[src/rtl/scpt_pkg.sv]
// Shared types, constants and rounding helpers for the stepper command
// position tracker. No dependencies; imported by every rtl module.
package scpt_pkg;

  // Frame framing words and limits
  localparam logic [15:0] HEAD_WORD  = 16'hFEEF;
  localparam logic [15:0] TAIL_WORD  = 16'hEEFF;
  localparam logic [3:0]  FRAME_MIN  = 4'd9;
  localparam logic [30:0] RESET_TURN = 31'd15000;
  localparam logic [48:0] TIMER_CLK  = 49'd84000000;

  // Special angle results
  localparam logic [31:0] ANGLE_NAN = 32'h7FC00000;
  localparam logic [31:0] ANGLE_INF = 32'h7F800000;

  // Function codes carried through the queue
  localparam logic [3:0] FN_ECHO   = 4'd0;
  localparam logic [3:0] FN_TURN   = 4'd1;
  localparam logic [3:0] FN_SPEED  = 4'd2;
  localparam logic [3:0] FN_ZERO   = 4'd3;
  localparam logic [3:0] FN_ANGLE  = 4'd4;
  localparam logic [3:0] FN_STATUS = 4'd5;
  localparam logic [3:0] FN_FWD    = 4'd6;
  localparam logic [3:0] FN_REV    = 4'd7;
  localparam logic [3:0] FN_STOP   = 4'd8;

  // Command queue geometry
  localparam int QDEPTH = 4;
  localparam int QPTR_W = $clog2(QDEPTH);
  localparam int QCNT_W = $clog2(QDEPTH + 1);

  // Shared divider geometry
  localparam int DIV_NUM_W = 49;
  localparam int DIV_DEN_W = 32;
  localparam int DIV_CNT_W = $clog2(DIV_NUM_W);

  typedef enum logic [1:0] {
    DIR_STOP = 2'b00,
    DIR_FWD  = 2'b01,
    DIR_REV  = 2'b11
  } dir_e;

  typedef enum logic [3:0] {
    ST_IDLE,
    ST_DIV_BASE,
    ST_DIV_Q,
    ST_NORM_P,
    ST_MUL,
    ST_NORM_D,
    ST_DIV_F,
    ST_DONE
  } back_state_e;

  // Queue head seen by the back end
  typedef struct packed {
    logic        valid;
    logic        tick;
    logic [3:0]  fn;
    logic [31:0] payload;
  } q_head_t;

  typedef struct packed {
    logic                 start;
    logic [DIV_NUM_W-1:0] dividend;
    logic [DIV_DEN_W-1:0] divisor;
  } div_req_t;

  typedef struct packed {
    logic                 done;
    logic [DIV_NUM_W-1:0] quot;
    logic                 rem_nz;
  } div_rsp_t;

  typedef struct packed {
    logic        ovf;
    logic [23:0] m;
  } rnd_t;

  // Round-to-nearest-even of a 24-bit mantissa with guard and sticky
  function automatic rnd_t rne24(input logic [23:0] m, input logic g, input logic s);
    logic [24:0] sum;
    rnd_t        r;
    sum   = {1'b0, m} + {24'd0, (g & (s | m[0]))};
    r.ovf = sum[24];
    r.m   = sum[24] ? 24'h800000 : sum[23:0];
    return r;
  endfunction

  // Round a left-normalized 31-bit integer to a 24-bit mantissa
  function automatic rnd_t rnd_norm(input logic [30:0] x);
    return rne24(x[30:7], x[6], |x[5:0]);
  endfunction

endpackage

[src/rtl/scpt_front.sv]
// Front end: validates and classifies input items, queues kept ones.
// Depends on scpt_pkg.
module scpt_front (
  input  logic                  clk_i,
  input  logic                  rst_ni,
  input  logic                  in_valid_i,
  output logic                  in_stall_o,
  input  logic                  cmd_i,
  input  logic [3:0]            received_bytes_i,
  input  logic [15:0]           frame_head_i,
  input  logic [7:0]            function_code_i,
  input  logic [31:0]           payload_i,
  input  logic [15:0]           frame_tail_i,
  output scpt_pkg::q_head_t     head_o,
  input  logic                  pop_i
);
  import scpt_pkg::*;

  logic              tick_mem [QDEPTH];
  logic [3:0]        fn_mem   [QDEPTH];
  logic [31:0]       pay_mem  [QDEPTH];
  logic [QPTR_W-1:0] wr_ptr_q, wr_ptr_d, rd_ptr_q, rd_ptr_d;
  logic [QCNT_W-1:0] cnt_q, cnt_d;
  logic              full, keep, push, pop;

  // Ticks always count; frames need length, framing and a known function
  assign keep = (cmd_i == 1'b0) ||
                ((received_bytes_i >= FRAME_MIN) && (frame_head_i == HEAD_WORD) &&
                 (frame_tail_i == TAIL_WORD) && (function_code_i <= {4'd0, FN_STOP}));

  assign full       = (cnt_q == QCNT_W'(QDEPTH));
  assign in_stall_o = full;
  assign push       = in_valid_i && !full && keep;
  assign pop        = pop_i && (cnt_q != '0);

  // Pointer and fill count
  always_comb begin
    wr_ptr_d = push ? wr_ptr_q + 1'b1 : wr_ptr_q;
    rd_ptr_d = pop ? rd_ptr_q + 1'b1 : rd_ptr_q;
    cnt_d    = cnt_q + QCNT_W'(push) - QCNT_W'(pop);
  end

  always_ff @(posedge clk_i or negedge rst_ni) begin
    if (!rst_ni) begin
      wr_ptr_q <= '0;
      rd_ptr_q <= '0;
      cnt_q    <= '0;
    end else begin
      wr_ptr_q <= wr_ptr_d;
      rd_ptr_q <= rd_ptr_d;
      cnt_q    <= cnt_d;
    end
  end

  // Queue storage
  always_ff @(posedge clk_i) begin
    if (push) begin
      tick_mem[wr_ptr_q] <= ~cmd_i;
      fn_mem[wr_ptr_q]   <= function_code_i[3:0];
      pay_mem[wr_ptr_q]  <= payload_i;
    end
  end

  assign head_o.valid   = (cnt_q != '0);
  assign head_o.tick    = tick_mem[rd_ptr_q];
  assign head_o.fn      = fn_mem[rd_ptr_q];
  assign head_o.payload = pay_mem[rd_ptr_q];

endmodule

[src/rtl/scpt_div.sv]
// Shared restoring divider, one quotient bit per cycle.
// Depends on scpt_pkg.
module scpt_div (
  input  logic               clk_i,
  input  logic               rst_ni,
  input  scpt_pkg::div_req_t req_i,
  output scpt_pkg::div_rsp_t rsp_o
);
  import scpt_pkg::*;

  logic                 busy_q, done_q;
  logic [DIV_CNT_W-1:0] cnt_q;
  logic [DIV_NUM_W-1:0] num_q, quo_q;
  logic [DIV_DEN_W-1:0] den_q, rem_q;
  logic [DIV_DEN_W:0]   trial, diff;
  logic                 qbit;

  // One restoring step
  assign trial = {rem_q, num_q[DIV_NUM_W-1]};
  assign diff  = trial - {1'b0, den_q};
  assign qbit  = (trial >= {1'b0, den_q});

  always_ff @(posedge clk_i or negedge rst_ni) begin
    if (!rst_ni) begin
      busy_q <= 1'b0;
      done_q <= 1'b0;
      cnt_q  <= '0;
    end else begin
      done_q <= 1'b0;
      if (busy_q) begin
        cnt_q <= cnt_q + 1'b1;
        if (cnt_q == DIV_CNT_W'(DIV_NUM_W - 1)) begin
          busy_q <= 1'b0;
          done_q <= 1'b1;
        end
      end else if (req_i.start) begin
        busy_q <= 1'b1;
        cnt_q  <= '0;
      end
    end
  end

  always_ff @(posedge clk_i) begin
    if (busy_q) begin
      rem_q <= qbit ? diff[DIV_DEN_W-1:0] : trial[DIV_DEN_W-1:0];
      quo_q <= {quo_q[DIV_NUM_W-2:0], qbit};
      num_q <= {num_q[DIV_NUM_W-2:0], 1'b0};
    end else if (req_i.start) begin
      num_q <= req_i.dividend;
      den_q <= req_i.divisor;
      rem_q <= '0;
      quo_q <= '0;
    end
  end

  assign rsp_o.done   = done_q;
  assign rsp_o.quot   = quo_q;
  assign rsp_o.rem_nz = |rem_q;

endmodule

[src/rtl/scpt_back.sv]
// Back end: executes queued ticks and commands, holds the tracker state,
// builds the float angle and the timer values. Depends on scpt_pkg.
module scpt_back (
  input  logic               clk_i,
  input  logic               rst_ni,
  input  logic [15:0]        prescaler_i,
  input  scpt_pkg::q_head_t  head_i,
  output logic               pop_o,
  output scpt_pkg::div_req_t div_req_o,
  input  scpt_pkg::div_rsp_t div_rsp_i,
  output logic               out_valid_o,
  input  logic               out_stall_i,
  output logic [7:0]         reply_function_o,
  output logic [31:0]        reply_payload_o,
  output logic               direction_level_o,
  output logic               pulses_running_o,
  output logic [31:0]        period_value_o,
  output logic [31:0]        compare_value_o
);
  import scpt_pkg::*;

  back_state_e state_q, state_d;

  // Architectural state
  logic [30:0] pos_q, ppt_q;
  dir_e        dir_q;
  logic        en_q, pin_q;
  logic [31:0] reload_q, compare_q;

  // Work registers
  logic [3:0]  fn_q;
  logic [31:0] rep_q, pay_q;
  logic [30:0] x_q;
  logic [4:0]  sh_q;
  logic [23:0] ms_q;
  logic [8:0]  es_q, ed_q;

  // Output register
  logic        out_valid_q;
  logic [3:0]  o_fn_q;
  logic [31:0] o_pay_q, o_per_q, o_cmp_q;
  logic        o_dir_q, o_run_q;

  logic        cmd_go, out_free;
  logic [32:0] tick_nxt;
  logic [30:0] tick_pos;
  rnd_t        nrm;
  logic [29:0] prod;
  rnd_t        mrnd;
  logic [8:0]  mexp;
  logic [25:0] fq;
  rnd_t        frnd;
  logic [8:0]  fexp;
  logic [31:0] q_spd;

  assign cmd_go   = (state_q == ST_IDLE) && head_i.valid && !head_i.tick;
  assign out_free = !out_valid_q || !out_stall_i;

  // Position step with both wraps
  always_comb begin
    tick_nxt = {2'b00, pos_q} + {{31{dir_q[1]}}, dir_q};
    if ($signed(tick_nxt) > $signed({2'b00, ppt_q})) tick_pos = '0;
    else if (tick_nxt[32]) tick_pos = ppt_q;
    else tick_pos = tick_nxt[30:0];
  end

  // Normalize rounding, x 45 step, quotient rounding
  always_comb begin
    nrm  = rnd_norm(x_q);
    prod = {6'd0, ms_q} * 30'd45;
    if (prod[29]) begin
      mrnd = rne24(prod[29:6], prod[5], |prod[4:0]);
      mexp = es_q + 9'd9 + {8'd0, mrnd.ovf};
    end else begin
      mrnd = rne24(prod[28:5], prod[4], |prod[3:0]);
      mexp = es_q + 9'd8 + {8'd0, mrnd.ovf};
    end
    fq = div_rsp_i.quot[25:0];
    if (fq[25]) begin
      frnd = rne24(fq[25:2], fq[1], fq[0] | div_rsp_i.rem_nz);
      fexp = es_q - ed_q - 9'd23 + {8'd0, frnd.ovf} + 9'd150;
    end else begin
      frnd = rne24(fq[24:1], fq[0], div_rsp_i.rem_nz);
      fexp = es_q - ed_q - 9'd24 + {8'd0, frnd.ovf} + 9'd150;
    end
    q_spd = div_rsp_i.quot[31:0];
  end

  // Next state
  always_comb begin
    state_d = state_q;
    case (state_q)
      ST_IDLE: begin
        if (cmd_go) begin
          case (head_i.fn)
            FN_SPEED: state_d = ST_DIV_BASE;
            FN_ANGLE: state_d = (ppt_q == '0 || pos_q == '0) ? ST_DONE : ST_NORM_P;
            default:  state_d = ST_DONE;
          endcase
        end
      end
      ST_DIV_BASE: if (div_rsp_i.done) state_d = (pay_q == '0) ? ST_DONE : ST_DIV_Q;
      ST_DIV_Q:    if (div_rsp_i.done) state_d = ST_DONE;
      ST_NORM_P:   if (x_q[30]) state_d = ST_MUL;
      ST_MUL:      state_d = ST_NORM_D;
      ST_NORM_D:   if (x_q[30]) state_d = ST_DIV_F;
      ST_DIV_F:    if (div_rsp_i.done) state_d = ST_DONE;
      ST_DONE:     if (out_free) state_d = ST_IDLE;
      default:     state_d = ST_IDLE;
    endcase
  end

  // Queue pop and divider requests
  always_comb begin
    pop_o     = (state_q == ST_IDLE) && head_i.valid;
    div_req_o = '0;
    case (state_q)
      ST_IDLE: begin
        if (cmd_go && head_i.fn == FN_SPEED) begin
          div_req_o.start    = 1'b1;
          div_req_o.dividend = TIMER_CLK;
          div_req_o.divisor  = {16'd0, prescaler_i} + 32'd1;
        end
      end
      ST_DIV_BASE: begin
        if (div_rsp_i.done && pay_q != '0) begin
          div_req_o.start    = 1'b1;
          div_req_o.dividend = {17'd0, q_spd};
          div_req_o.divisor  = pay_q;
        end
      end
      ST_NORM_D: begin
        if (x_q[30]) begin
          div_req_o.start    = 1'b1;
          div_req_o.dividend = {ms_q, 25'd0};
          div_req_o.divisor  = {8'd0, nrm.m};
        end
      end
      default: ;
    endcase
  end

  // Tracker state
  always_ff @(posedge clk_i or negedge rst_ni) begin
    if (!rst_ni) begin
      state_q     <= ST_IDLE;
      pos_q       <= '0;
      ppt_q       <= RESET_TURN;
      dir_q       <= DIR_STOP;
      en_q        <= 1'b0;
      pin_q       <= 1'b0;
      reload_q    <= '0;
      compare_q   <= '0;
      out_valid_q <= 1'b0;
    end else begin
      state_q <= state_d;
      // Reply slot: load from the done state, clear once taken
      if (state_q == ST_DONE && out_free) out_valid_q <= 1'b1;
      else if (out_valid_q && !out_stall_i) out_valid_q <= 1'b0;
      case (state_q)
        ST_IDLE: begin
          if (head_i.valid && head_i.tick) pos_q <= tick_pos;
          else if (cmd_go) begin
            case (head_i.fn)
              FN_TURN: ppt_q <= head_i.payload[30:0];
              FN_ZERO: pos_q <= '0;
              FN_FWD: begin
                dir_q <= DIR_FWD;
                pin_q <= 1'b1;
                en_q  <= 1'b1;
              end
              FN_REV: begin
                dir_q <= DIR_REV;
                pin_q <= 1'b0;
                en_q  <= 1'b1;
              end
              FN_STOP: begin
                dir_q <= DIR_STOP;
                en_q  <= 1'b0;
              end
              default: ;
            endcase
          end
        end
        ST_DIV_BASE: begin
          if (div_rsp_i.done && pay_q == '0) begin
            reload_q  <= 32'hFFFFFFFE;
            compare_q <= 32'h7FFFFFFE;
          end
        end
        ST_DIV_Q: begin
          if (div_rsp_i.done) begin
            reload_q  <= q_spd - 32'd1;
            compare_q <= {1'b0, q_spd[31:1]} - 32'd1;
          end
        end
        default: ;
      endcase
    end
  end

  // Work and output payload registers
  always_ff @(posedge clk_i) begin
    case (state_q)
      ST_IDLE: begin
        if (cmd_go) begin
          fn_q  <= head_i.fn;
          pay_q <= head_i.payload;
          x_q   <= pos_q;
          sh_q  <= '0;
          if (head_i.fn == FN_ZERO) rep_q <= '0;
          else if (head_i.fn == FN_ANGLE && ppt_q == '0)
            rep_q <= (pos_q == '0) ? ANGLE_NAN : ANGLE_INF;
          else if (head_i.fn == FN_ANGLE && pos_q == '0) rep_q <= '0;
          else rep_q <= head_i.payload;
        end
      end
      ST_NORM_P: begin
        if (x_q[30]) begin
          ms_q <= nrm.m;
          es_q <= 9'd7 - {4'd0, sh_q} + {8'd0, nrm.ovf};
        end else begin
          x_q  <= {x_q[29:0], 1'b0};
          sh_q <= sh_q + 5'd1;
        end
      end
      ST_MUL: begin
        ms_q <= mrnd.m;
        es_q <= mexp;
        x_q  <= ppt_q;
        sh_q <= '0;
      end
      ST_NORM_D: begin
        if (x_q[30]) begin
          ed_q <= 9'd7 - {4'd0, sh_q} + {8'd0, nrm.ovf};
        end else begin
          x_q  <= {x_q[29:0], 1'b0};
          sh_q <= sh_q + 5'd1;
        end
      end
      ST_DIV_F: begin
        if (div_rsp_i.done) rep_q <= {1'b0, fexp[7:0], frnd.m[22:0]};
      end
      ST_DONE: begin
        if (out_free) begin
          o_fn_q  <= fn_q;
          o_pay_q <= rep_q;
          o_dir_q <= pin_q;
          o_run_q <= en_q;
          o_per_q <= reload_q;
          o_cmp_q <= compare_q;
        end
      end
      default: ;
    endcase
  end

  assign out_valid_o       = out_valid_q;
  assign reply_function_o  = {4'd0, o_fn_q};
  assign reply_payload_o   = o_pay_q;
  assign direction_level_o = o_dir_q;
  assign pulses_running_o  = o_run_q;
  assign period_value_o    = o_per_q;
  assign compare_value_o   = o_cmp_q;

endmodule

[src/rtl/stepper_command_position_tracker.sv]
// Top level of the stepper command position tracker.
// Depends on scpt_pkg, scpt_front, scpt_div and scpt_back.

// Items enter a four-entry command queue, so input transfers continue while
// the back end is busy or a reply waits on the output, until the queue is
// full. The back end handles one queued item at a time. A step tick is
// handled in the idle state and moves the position when the back end pops
// it. A command passes through the idle state, which issues it, and the done
// state, which loads the reply; the done state waits while the previous reply
// still sits unaccepted in the output register. The speed command runs two
// 49-step divisions on the shared divider, only the first with a zero rate.
// The angle command normalizes the position and the turn count one bit per
// cycle, spends one multiply step and one mantissa division; with a zero
// position or turn count it goes straight to the done state. Rejected frames
// and unknown functions are dropped at the queue input and cost no back-end
// time.
module stepper_command_position_tracker (
  input  logic        clk_i,
  input  logic        rst_ni,
  input  logic        cfg_we_i,
  input  logic [15:0] cfg_wdata_i,
  input  logic        in_valid_i,
  output logic        in_stall_o,
  input  logic        cmd_i,
  input  logic [3:0]  received_bytes_i,
  input  logic [15:0] frame_head_i,
  input  logic [7:0]  function_code_i,
  input  logic [31:0] payload_i,
  input  logic [15:0] frame_tail_i,
  output logic        out_valid_o,
  input  logic        out_stall_i,
  output logic [7:0]  reply_function_o,
  output logic [31:0] reply_payload_o,
  output logic        direction_level_o,
  output logic        pulses_running_o,
  output logic [31:0] period_value_o,
  output logic [31:0] compare_value_o
);
  import scpt_pkg::*;

  logic [15:0] prescaler_q;
  q_head_t     head;
  logic        pop;
  div_req_t    div_req;
  div_rsp_t    div_rsp;

  // Timer prescaler register
  always_ff @(posedge clk_i or negedge rst_ni) begin
    if (!rst_ni) begin
      prescaler_q <= '0;
    end else if (cfg_we_i) begin
      prescaler_q <= cfg_wdata_i;
    end
  end

  scpt_front u_front (
    .clk_i            (clk_i),
    .rst_ni           (rst_ni),
    .in_valid_i       (in_valid_i),
    .in_stall_o       (in_stall_o),
    .cmd_i            (cmd_i),
    .received_bytes_i (received_bytes_i),
    .frame_head_i     (frame_head_i),
    .function_code_i  (function_code_i),
    .payload_i        (payload_i),
    .frame_tail_i     (frame_tail_i),
    .head_o           (head),
    .pop_i            (pop)
  );

  scpt_div u_div (
    .clk_i  (clk_i),
    .rst_ni (rst_ni),
    .req_i  (div_req),
    .rsp_o  (div_rsp)
  );

  scpt_back u_back (
    .clk_i             (clk_i),
    .rst_ni            (rst_ni),
    .prescaler_i       (prescaler_q),
    .head_i            (head),
    .pop_o             (pop),
    .div_req_o         (div_req),
    .div_rsp_i         (div_rsp),
    .out_valid_o       (out_valid_o),
    .out_stall_i       (out_stall_i),
    .reply_function_o  (reply_function_o),
    .reply_payload_o   (reply_payload_o),
    .direction_level_o (direction_level_o),
    .pulses_running_o  (pulses_running_o),
    .period_value_o    (period_value_o),
    .compare_value_o   (compare_value_o)
  );

endmodule

[config.mk]
export PLATFORM = sky130hd
export DESIGN_NAME = stepper_command_position_tracker
export DESIGN_NICKNAME = d
export VERILOG_FILES = /design/src/rtl/scpt_pkg.sv /design/src/rtl/scpt_front.sv /design/src/rtl/scpt_div.sv /design/src/rtl/scpt_back.sv /design/src/rtl/stepper_command_position_tracker.sv
export SDC_FILE = /design/constraint.sdc
export NUM_CORES = 1
export LEC_CHECK = 0
export BUFFER_PORTS_ARGS = -buffer_cell sky130_fd_sc_hd__buf_2
export CORE_MARGIN = 10
export CORE_UTILIZATION = 31
export CTS_BUF_LIST = sky130_fd_sc_hd__clkbuf_8 sky130_fd_sc_hd__clkbuf_16
export DETAILED_ROUTE_END_ITERATION = 8
export MAX_ROUTING_LAYER = met4
export PLACE_DENSITY = 0.56
export SLEW_MARGIN = 25
export SYNTH_ARGS = -nofsm -noshare
export SYNTH_HDL_FRONTEND = slang
export SYNTH_SLANG_ARGS = --single-unit
[constraint.sdc]
create_clock -name clk_i -period 15.1 [get_ports clk_i]
set_clock_uncertainty 0.15 [all_clocks]
set_input_delay 1.51 -clock clk_i [delete_from_list [all_inputs] [get_ports clk_i]]
set_output_delay 1.51 -clock clk_i [all_outputs]
set_load 0.01 [all_outputs]
* Word level (Yosys, flattened, before mapping)
Memories as Yosys holds them, arrays and structs flattened.
Index checks and enable logic that the tools add are counted.
** Word-level totals
- RAM bits :: 148
- Logic and storage cells :: 249
- Memories kept :: 3
- Register bits :: 558
- Bits of input ports :: 98
- Output and inout port bits :: 108
** Memory list
- u_front.pay_mem :: depth 4, bits a word 32, rd ports 1, clocked after memory_dff 0, wr ports 1, line scpt_front.sv:21 : logic [31:0] pay_mem [QDEPTH];
- u_front.fn_mem :: depth 4, bits a word 4, rd ports 1, clocked after memory_dff 0, wr ports 1, line scpt_front.sv:20 : logic [3:0] fn_mem [QDEPTH];
- u_front.tick_mem :: depth 4, bits a word 1, rd ports 1, clocked after memory_dff 0, wr ports 1, line scpt_front.sv:19 : logic tick_mem [QDEPTH];
** Cells by class
- Reduce and logical (&&, ||, !) cells :: 62
- Eq/ne operators :: 28
- Order comparisons :: 4
- Multiply operators :: 1
- Add/subtract/negate cells :: 29
- Mux-type cells :: 72
- Bitwise gates (word level) :: 14
** Operators by type and width (number)
- 32-bit two-way mux :: 14
- 82-bit two-way mux :: 3
- 82-bit one-hot mux with 3 select lines :: 1
- 31-bit two-way mux :: 7
- 32-bit one-hot mux with 2 select lines :: 3
- 24-bit by 1-bit adder with 25-bit output :: 5
- 24-bit two-way mux :: 5
- 49-bit two-way mux :: 2
- 31-bit one-hot mux with 3 select lines :: 1
- 23-bit two-way mux :: 4
- 31-bit zero test :: 2
- 24-bit one-hot mux with 2 select lines :: 1
- 32-bit by 2-bit adder with 33-bit output :: 1
- 33-bit by 32-bit >= comparator with 1-bit output :: 1
- 33-bit by 32-bit greater-than comparator with 1-bit output :: 1
- 16-bit equality test, second input constant :: 2
- 32-bit zero test :: 1
- 32-bit nonzero test :: 1
- 32-bit OR reduction :: 1
- 31-bit by 1-bit subtractor with 32-bit output, second input constant :: 1
- 32-bit by 1-bit subtractor with 32-bit output, second input constant :: 1
- 32-bit subtractor :: 1
- 24-bit by 6-bit multiplier with 30-bit output, second input constant :: 1
- 4-bit by 3-bit equality test with 1-bit output, second input constant :: 7
- 52 further kinds :: 143

* Logic depth before layout (Yosys ltp)
- Depth after elaboration :: 10
- Depth in mapped cells :: 25

* Modules after synthesis
From an unflattened synthesis, not the netlist that was laid out.
** Second synthesis, totals
- Cells, all modules :: 3652
- Area, all modules :: 40622.7 um2
** Modules (own cells, without submodules)
- scpt_back :: times used 1, seq. area each 10719.0 um2, cells an instance 2684, area an instance 25607.1 um2
- scpt_div :: times used 1, seq. area each 5054.8 um2, cells an instance 689, area an instance 8484.4 um2
- scpt_front :: times used 1, seq. area each 4619.4 um2, cells an instance 245, area an instance 5881.9 um2
- stepper_command_position_tracker :: times used 1, seq. area each 400.4 um2, cells an instance 34, area an instance 649.4 um2

* Worst setup path after synthesis
Ideal clock, no wire load.
- Path type :: input -> register
- Start :: input out_stall_i
- End :: register u_back.o_cmp_q[0], in the netlist u_back.compare_value_o[0] (enable)
- Stages on the path :: 1
- Path buffers :: 0
- Slack :: 7993 ps
- Data arrival time :: 6359 ps
- Path through :: a21oi_1
** On the way
- Longest elaborated chain between the ends :: 3
** Ends and longest elaborated chain
- start: declaration :: line stepper_command_position_tracker.sv:31 : input logic out_stall_i,
- 1-bit zero test :: line scpt_back.sv:57 : assign out_free = !out_valid_q || !out_stall_i;
- 1-bit logical OR :: line scpt_back.sv:57
- 2-bit AND reduction (no line)
- end signal: assignment :: line scpt_back.sv:251 : o_cmp_q <= compare_q;
- end: declaration :: line scpt_back.sv:41 : logic [31:0] o_pay_q, o_per_q, o_cmp_q;
No other way between the ends.
A chain may end at the register's enable or synchronous reset.

* Worst setup path in the final report
- Start :: register u_back.ms_q[10]
- End :: register u_back.es_q[6] (data pin)
** On the way
- Longest elaborated chain between the ends :: 5
** Ends and longest elaborated chain
- start: declaration :: line scpt_back.sv:35 : logic [23:0] ms_q;
- start signal: assignment :: line scpt_back.sv:220 : ms_q <= nrm.m;
- start signal: assignment :: line scpt_back.sv:228 : ms_q <= mrnd.m;
- 24-bit by 6-bit multiplier with 30-bit output * :: line scpt_back.sv:70 : prod = {6'd0, ms_q} * 30'd45;
- 24-bit by 1-bit adder with 25-bit output :: line scpt_pkg.sv:83 : sum = {1'b0, m} + {24'd0, (g & (s | m[0]))};
- 9-bit by 1-bit adder with 9-bit output (on tied branches) :: line scpt_back.sv:76, scpt_back.sv:73
- 9-bit two-way mux * :: line scpt_back.sv:71 : if (prod[29]) begin
- 9-bit one-hot mux with 2 select lines * :: line scpt_back.sv:204 : case (state_q)
- end signal: assignment :: line scpt_back.sv:221 : es_q <= 9'd7 - {4'd0, sh_q} + {8'd0, nrm.ovf};
- end signal: assignment :: line scpt_back.sv:229 : es_q <= mexp;
- end: declaration :: line scpt_back.sv:36 : logic [8:0] es_q, ed_q;
Mark *: on every way between the ends. The rest lies on a longest branch, timed or not.

==> metrics.md <==
| Metric | Value |
|---|---|
| Share of the synthesized area in the top cell type | `41.2%` |
| Io pins | `206` |
| Detailed Routing Iterations Pass 1 | `6` |
| Yosys top cell by area | `edfxtp_1` |
| Vias per cell | `5.26` |
| Clock Root Buffer | `clkbuf_16` |
| Synthesized area | `39200 um^2` |
| Post-synth EDFFs | `538` |
| Psw | `0.932 mW` |
| DR DRC count | `0` |
| Synthesis-to-layout area growth | `14.0%` |
| Routed Antenna Nets | `0` |
| Core Region | `126000 um^2` |
| Worst hold slack | `0.268 ns` |
| Worst EP required | `15.34 ns` |
| Worst VDD drop | `0.0000693 V` |
| Reg area | `20300 um^2` |
| Initial Util | `31.2%` |
| Synth warnings | `0` |
| Bufs on Longest Clock Path | `3` |
| First-pass GRT wire length | `176000 um` |
| CTS tree | `done` |
| Final hold vios | `0` |
| Reg2reg end | `u_back.es_q[6]` |
| Die X | `376 um` |
| Final non-filler cell total | `5393` |
| Clock sink count | `704` |
| Worst Setup Path Type | `flop to flop` |
| GPL Wtd Cong | `0.949` |
| Number of cells after detailed placement | `5254` |
| Total gr overflow | `0` |
| CP max FO | `11` |
| Max Slew Vio Count | `0` |
| Via count | `28358` |
| Endpoint type of the worst setup path | `flop` |
| Main flop type after synthesis | `edfxtp_1` |
| Slew HR | `36.7%` |
| Critical path launch point type | `flop` |
| Tmin final | `6.45 ns` |
| Share of post-route cells with drive strength above 1 | `14.0%` |
| Final period utilization | `42.7%` |
| Gate Count Post-Synth | `3519` |
| Post-synthesis sequential area ratio | `51.8%` |
| Final WL | `116000 um` |
| Net Sw Frac | `22.2%` |
| Reg clk slew, reported paths | `0.07 ns` |
| Wire per inst | `21.5 um` |
| Filler Cell Count | `12436` |
| Die Span Y | `376 um` |
| Worst-Margin Slew | `0.947 ns` |
| Main area contributors after synthesis | `edfxtp_1 (41%), dfrtp_1 (10%), ha_1 (6.3%)` |
| Largest net degree at the start of global routing | `84` |
| Worst R2R Start | `u_back.ms_q[10]` |
| Power Internal | `3.27 mW` |
| TritonCTS buffer count | `73` |
| Hold buffer count at cts | `0` |
| Setup slack after layout | `8.65 ns` |
| Rows | `130` |
| Asr flop ratio synth | `23.4%` |
| Distinct cells, synth | `99` |
| Final setup fails | `0` |
| Mean Syn Cell Area | `11.2 um^2` |
| 1st-iter DRT viols | `2932` |
| Hold Crit Start | `u_back.rep_q[8]` |
| F_max | `155 MHz` |
| Worst-Skew Late Latency | `0.68 ns` |
| Critical Path AT | `6.70 ns` |
| Outcome | `finished, final reports clean` |
| Hold endpoint | `u_back.reply_payload_o[8]` |
| Setup tns final | `0 ns` |
| R2R cell count | `24` |
| Post_cts resized | `0` |
| Comb power frac | `3.7%` |
| HPWL Detailed | `85400 um` |
| MaxCap Viol Count | `0` |
| Area of the multi-input gates | `17400 um^2` |
| Synthesis-stage register bit count | `704` |
| Port Buffers | `201` |
| Leak | `17.3 nW` |
| H-Tree Depth | `3` |
| Nets | `4013` |
| Placement Setup Slack | `8.78 ns` |
| GRT Util Overall | `16.4%` |
| Worst min path class | `flop to flop` |
| Power per cell area | `93.9 nW/um^2` |
| Clock power frac | `45.1%` |
| Post-CTS setup buffer count | `0` |
| Seq pwr share | `51.2%` |
| Initial antenna violation count | `4` |
| Vias in the first global route | `27853` |
| Cell depth of the worst hold path | `0` |
| Unrepaired setup endpoints after global routing | `false` |
| R2r setup slk | `8.65 ns` |
| Die footprint | `141000 um^2` |
## registers in the layout, summed over array words and instances, names as in the netlist, 5 cells and up
name / flops
u_front.pay_mem: 128
u_div.den_q: 32
u_back.reload_q: 32
u_back.compare_value_o: 32
u_div.cnt_q: 6
u_back.pay_q: 32
u_back.rep_q: 32
u_back.reply_payload_o: 32
u_div.quo_q: 32
u_back.ms_q: 24
prescaler_q: 16
u_back.ppt_q: 31
u_back.es_q: 8
u_front.fn_mem: 16
u_back.compare_q: 32
u_back.sh_q: 5
u_div.num_q: 49
u_back.x_q: 31
u_back.pos_q: 31
u_div.rem_q: 32
u_back.period_value_o: 32
u_back.ed_q: 8
## per-layer routing
metal / share of wire (%) / vias to the layer above / global-route usage, %
met2: 45 / 949 / 24.6
li1: - / 13191 / -
met1: 46 / 14085 / 22.8
met4: 2.0 / 0 / 3.65
met3: 7.2 / 133 / 3.35
met5: 0 / - / -
## cell families after synthesis
family / Yosys count / share of synthesized area (%)
AOI/OAI and AO/OA: 728 / 12.4
muxes: 96 / 3.78
DFF: 704 / 51.8
and+or+nand+nor: 1043 / 13.2
other: 1 / 0.00956
buffers and inverters: 420 / 4.15
xor gates and xnor gates: 293 / 6.56
adders and majority gates: 234 / 8.17
## power groups by stage
stage	Clock [mW]	Sequential [mW]	Combinational [mW]
2_1_floorplan	0	2.19	0.0782
3_3_place_gp	0	2.19	0.151
3_5_place_dp	0	2.19	0.153
4_1_cts	1.93	2.15	0.154
5_1_grt	2.00	2.16	0.170
6_report	1.89	2.15	0.155
## placed cells by master, fill, tap and decap left out, types with 49 or more instances in the layout
| master | Yosys | final |
|---|---|---|
| a21o_1 | 52 | 52 |
| a21oi_1 | 225 | 224 |
| and2_1 | 96 | 92 |
| buf_2 | 14 | 200 |
| buf_4 | 7 | 50 |
| clkbuf_16 | 0 | 74 |
| dfrtp_1 | 158 | 156 |
| edfxtp_1 | 538 | 538 |
| ha_1 | 197 | 197 |
| inv_1 | 249 | 266 |
| nand2_1 | 288 | 288 |
| nand3_1 | 75 | 75 |
| nor2_1 | 271 | 266 |
| nor3_1 | 51 | 50 |
| nor4_1 | 49 | 49 |
| o21ai_0 | 135 | 133 |
| xnor2_1 | 165 | 165 |
| xor2_1 | 127 | 127 |
## Yosys cell counts (all sizes together), types with 34 or more instances
cell,count
nor2,271
a221o,39
a21oi,227
mux4,37
xor2,128
and3,34
clkbuf,117
buf,53
a21o,52
nor3,53
dfrtp,158
inv,249
nand3,76
ha,197
edfxtp,538
nand4,48
xnor2,165
nor4,51
fa,37
mux2,48
and2,96
nand2,289
o21ai,138
## layout make-up
cell class | count | share of cell area (%)
flip-flops and latches | 704 | 45.4
diodes | 2 | 0.0112
repair buffers | 254 | 3.24
multi-input cells | 2398 | 39.0
well taps | 1650 | 4.62
clock inverters | 58 | 1.41
clock buffers | 77 | 4.23
inverters | 250 | 2.10
## worst max-delay path, cell delays in order, from the launching register on
cell and delay [ns]:
edfxtp_1 0.45, ha_1 0.39, xor2_1 0.18, ha_1 0.29, inv_1 0.05, fa_1 0.50, inv_1 0.04, ha_1 0.52
nand4_1 0.17, a211oi_1 0.61, nand2_1 0.16, a311oi_1 0.32, a31oi_1 0.16, nor4b_2 0.41, nand4_1 0.29, or3_1 0.45
ha_1 0.23, inv_1 0.06, ha_1 0.13, mux2i_1 0.09, nor2b_1 0.13, nor2_1 0.07, nor2_1 0.12, xnor2_1 0.13
o21ai_0 0.09
## metrics by stage
| step | utilization, % | instance area (um^2) | power, mW |
|---|---|---|---|
| after floorplan | - | 39300 | 2.26 |
| after global placement | 33.5 | 42100 | 2.34 |
| after detailed placement | 33.5 | 42200 | 2.35 |
| after CTS | 35.5 | 44700 | 4.24 |
| after global routing | 35.6 | 44700 | 4.33 |
| final | 35.6 | 44700 | 4.20 |
## worst max-delay path by stage
stage,from,to,slack [ns],depth (start not counted)
6_report,u_back.ms_q[10],u_back.es_q[6],8.65,24
4_1_cts,u_back.ms_q[10],u_back.es_q[6],8.77,24
3_5_place_dp,u_back.ms_q[2],u_back.es_q[6],8.78,25
3_3_place_gp,u_back.ms_q[2],u_back.es_q[6],8.85,25
2_1_floorplan,out_stall_i,u_back.compare_value_o[0],7.99,1
5_1_grt,u_back.ms_q[10],u_back.es_q[6],8.24,24
Power figures use the tool's default switching activity.
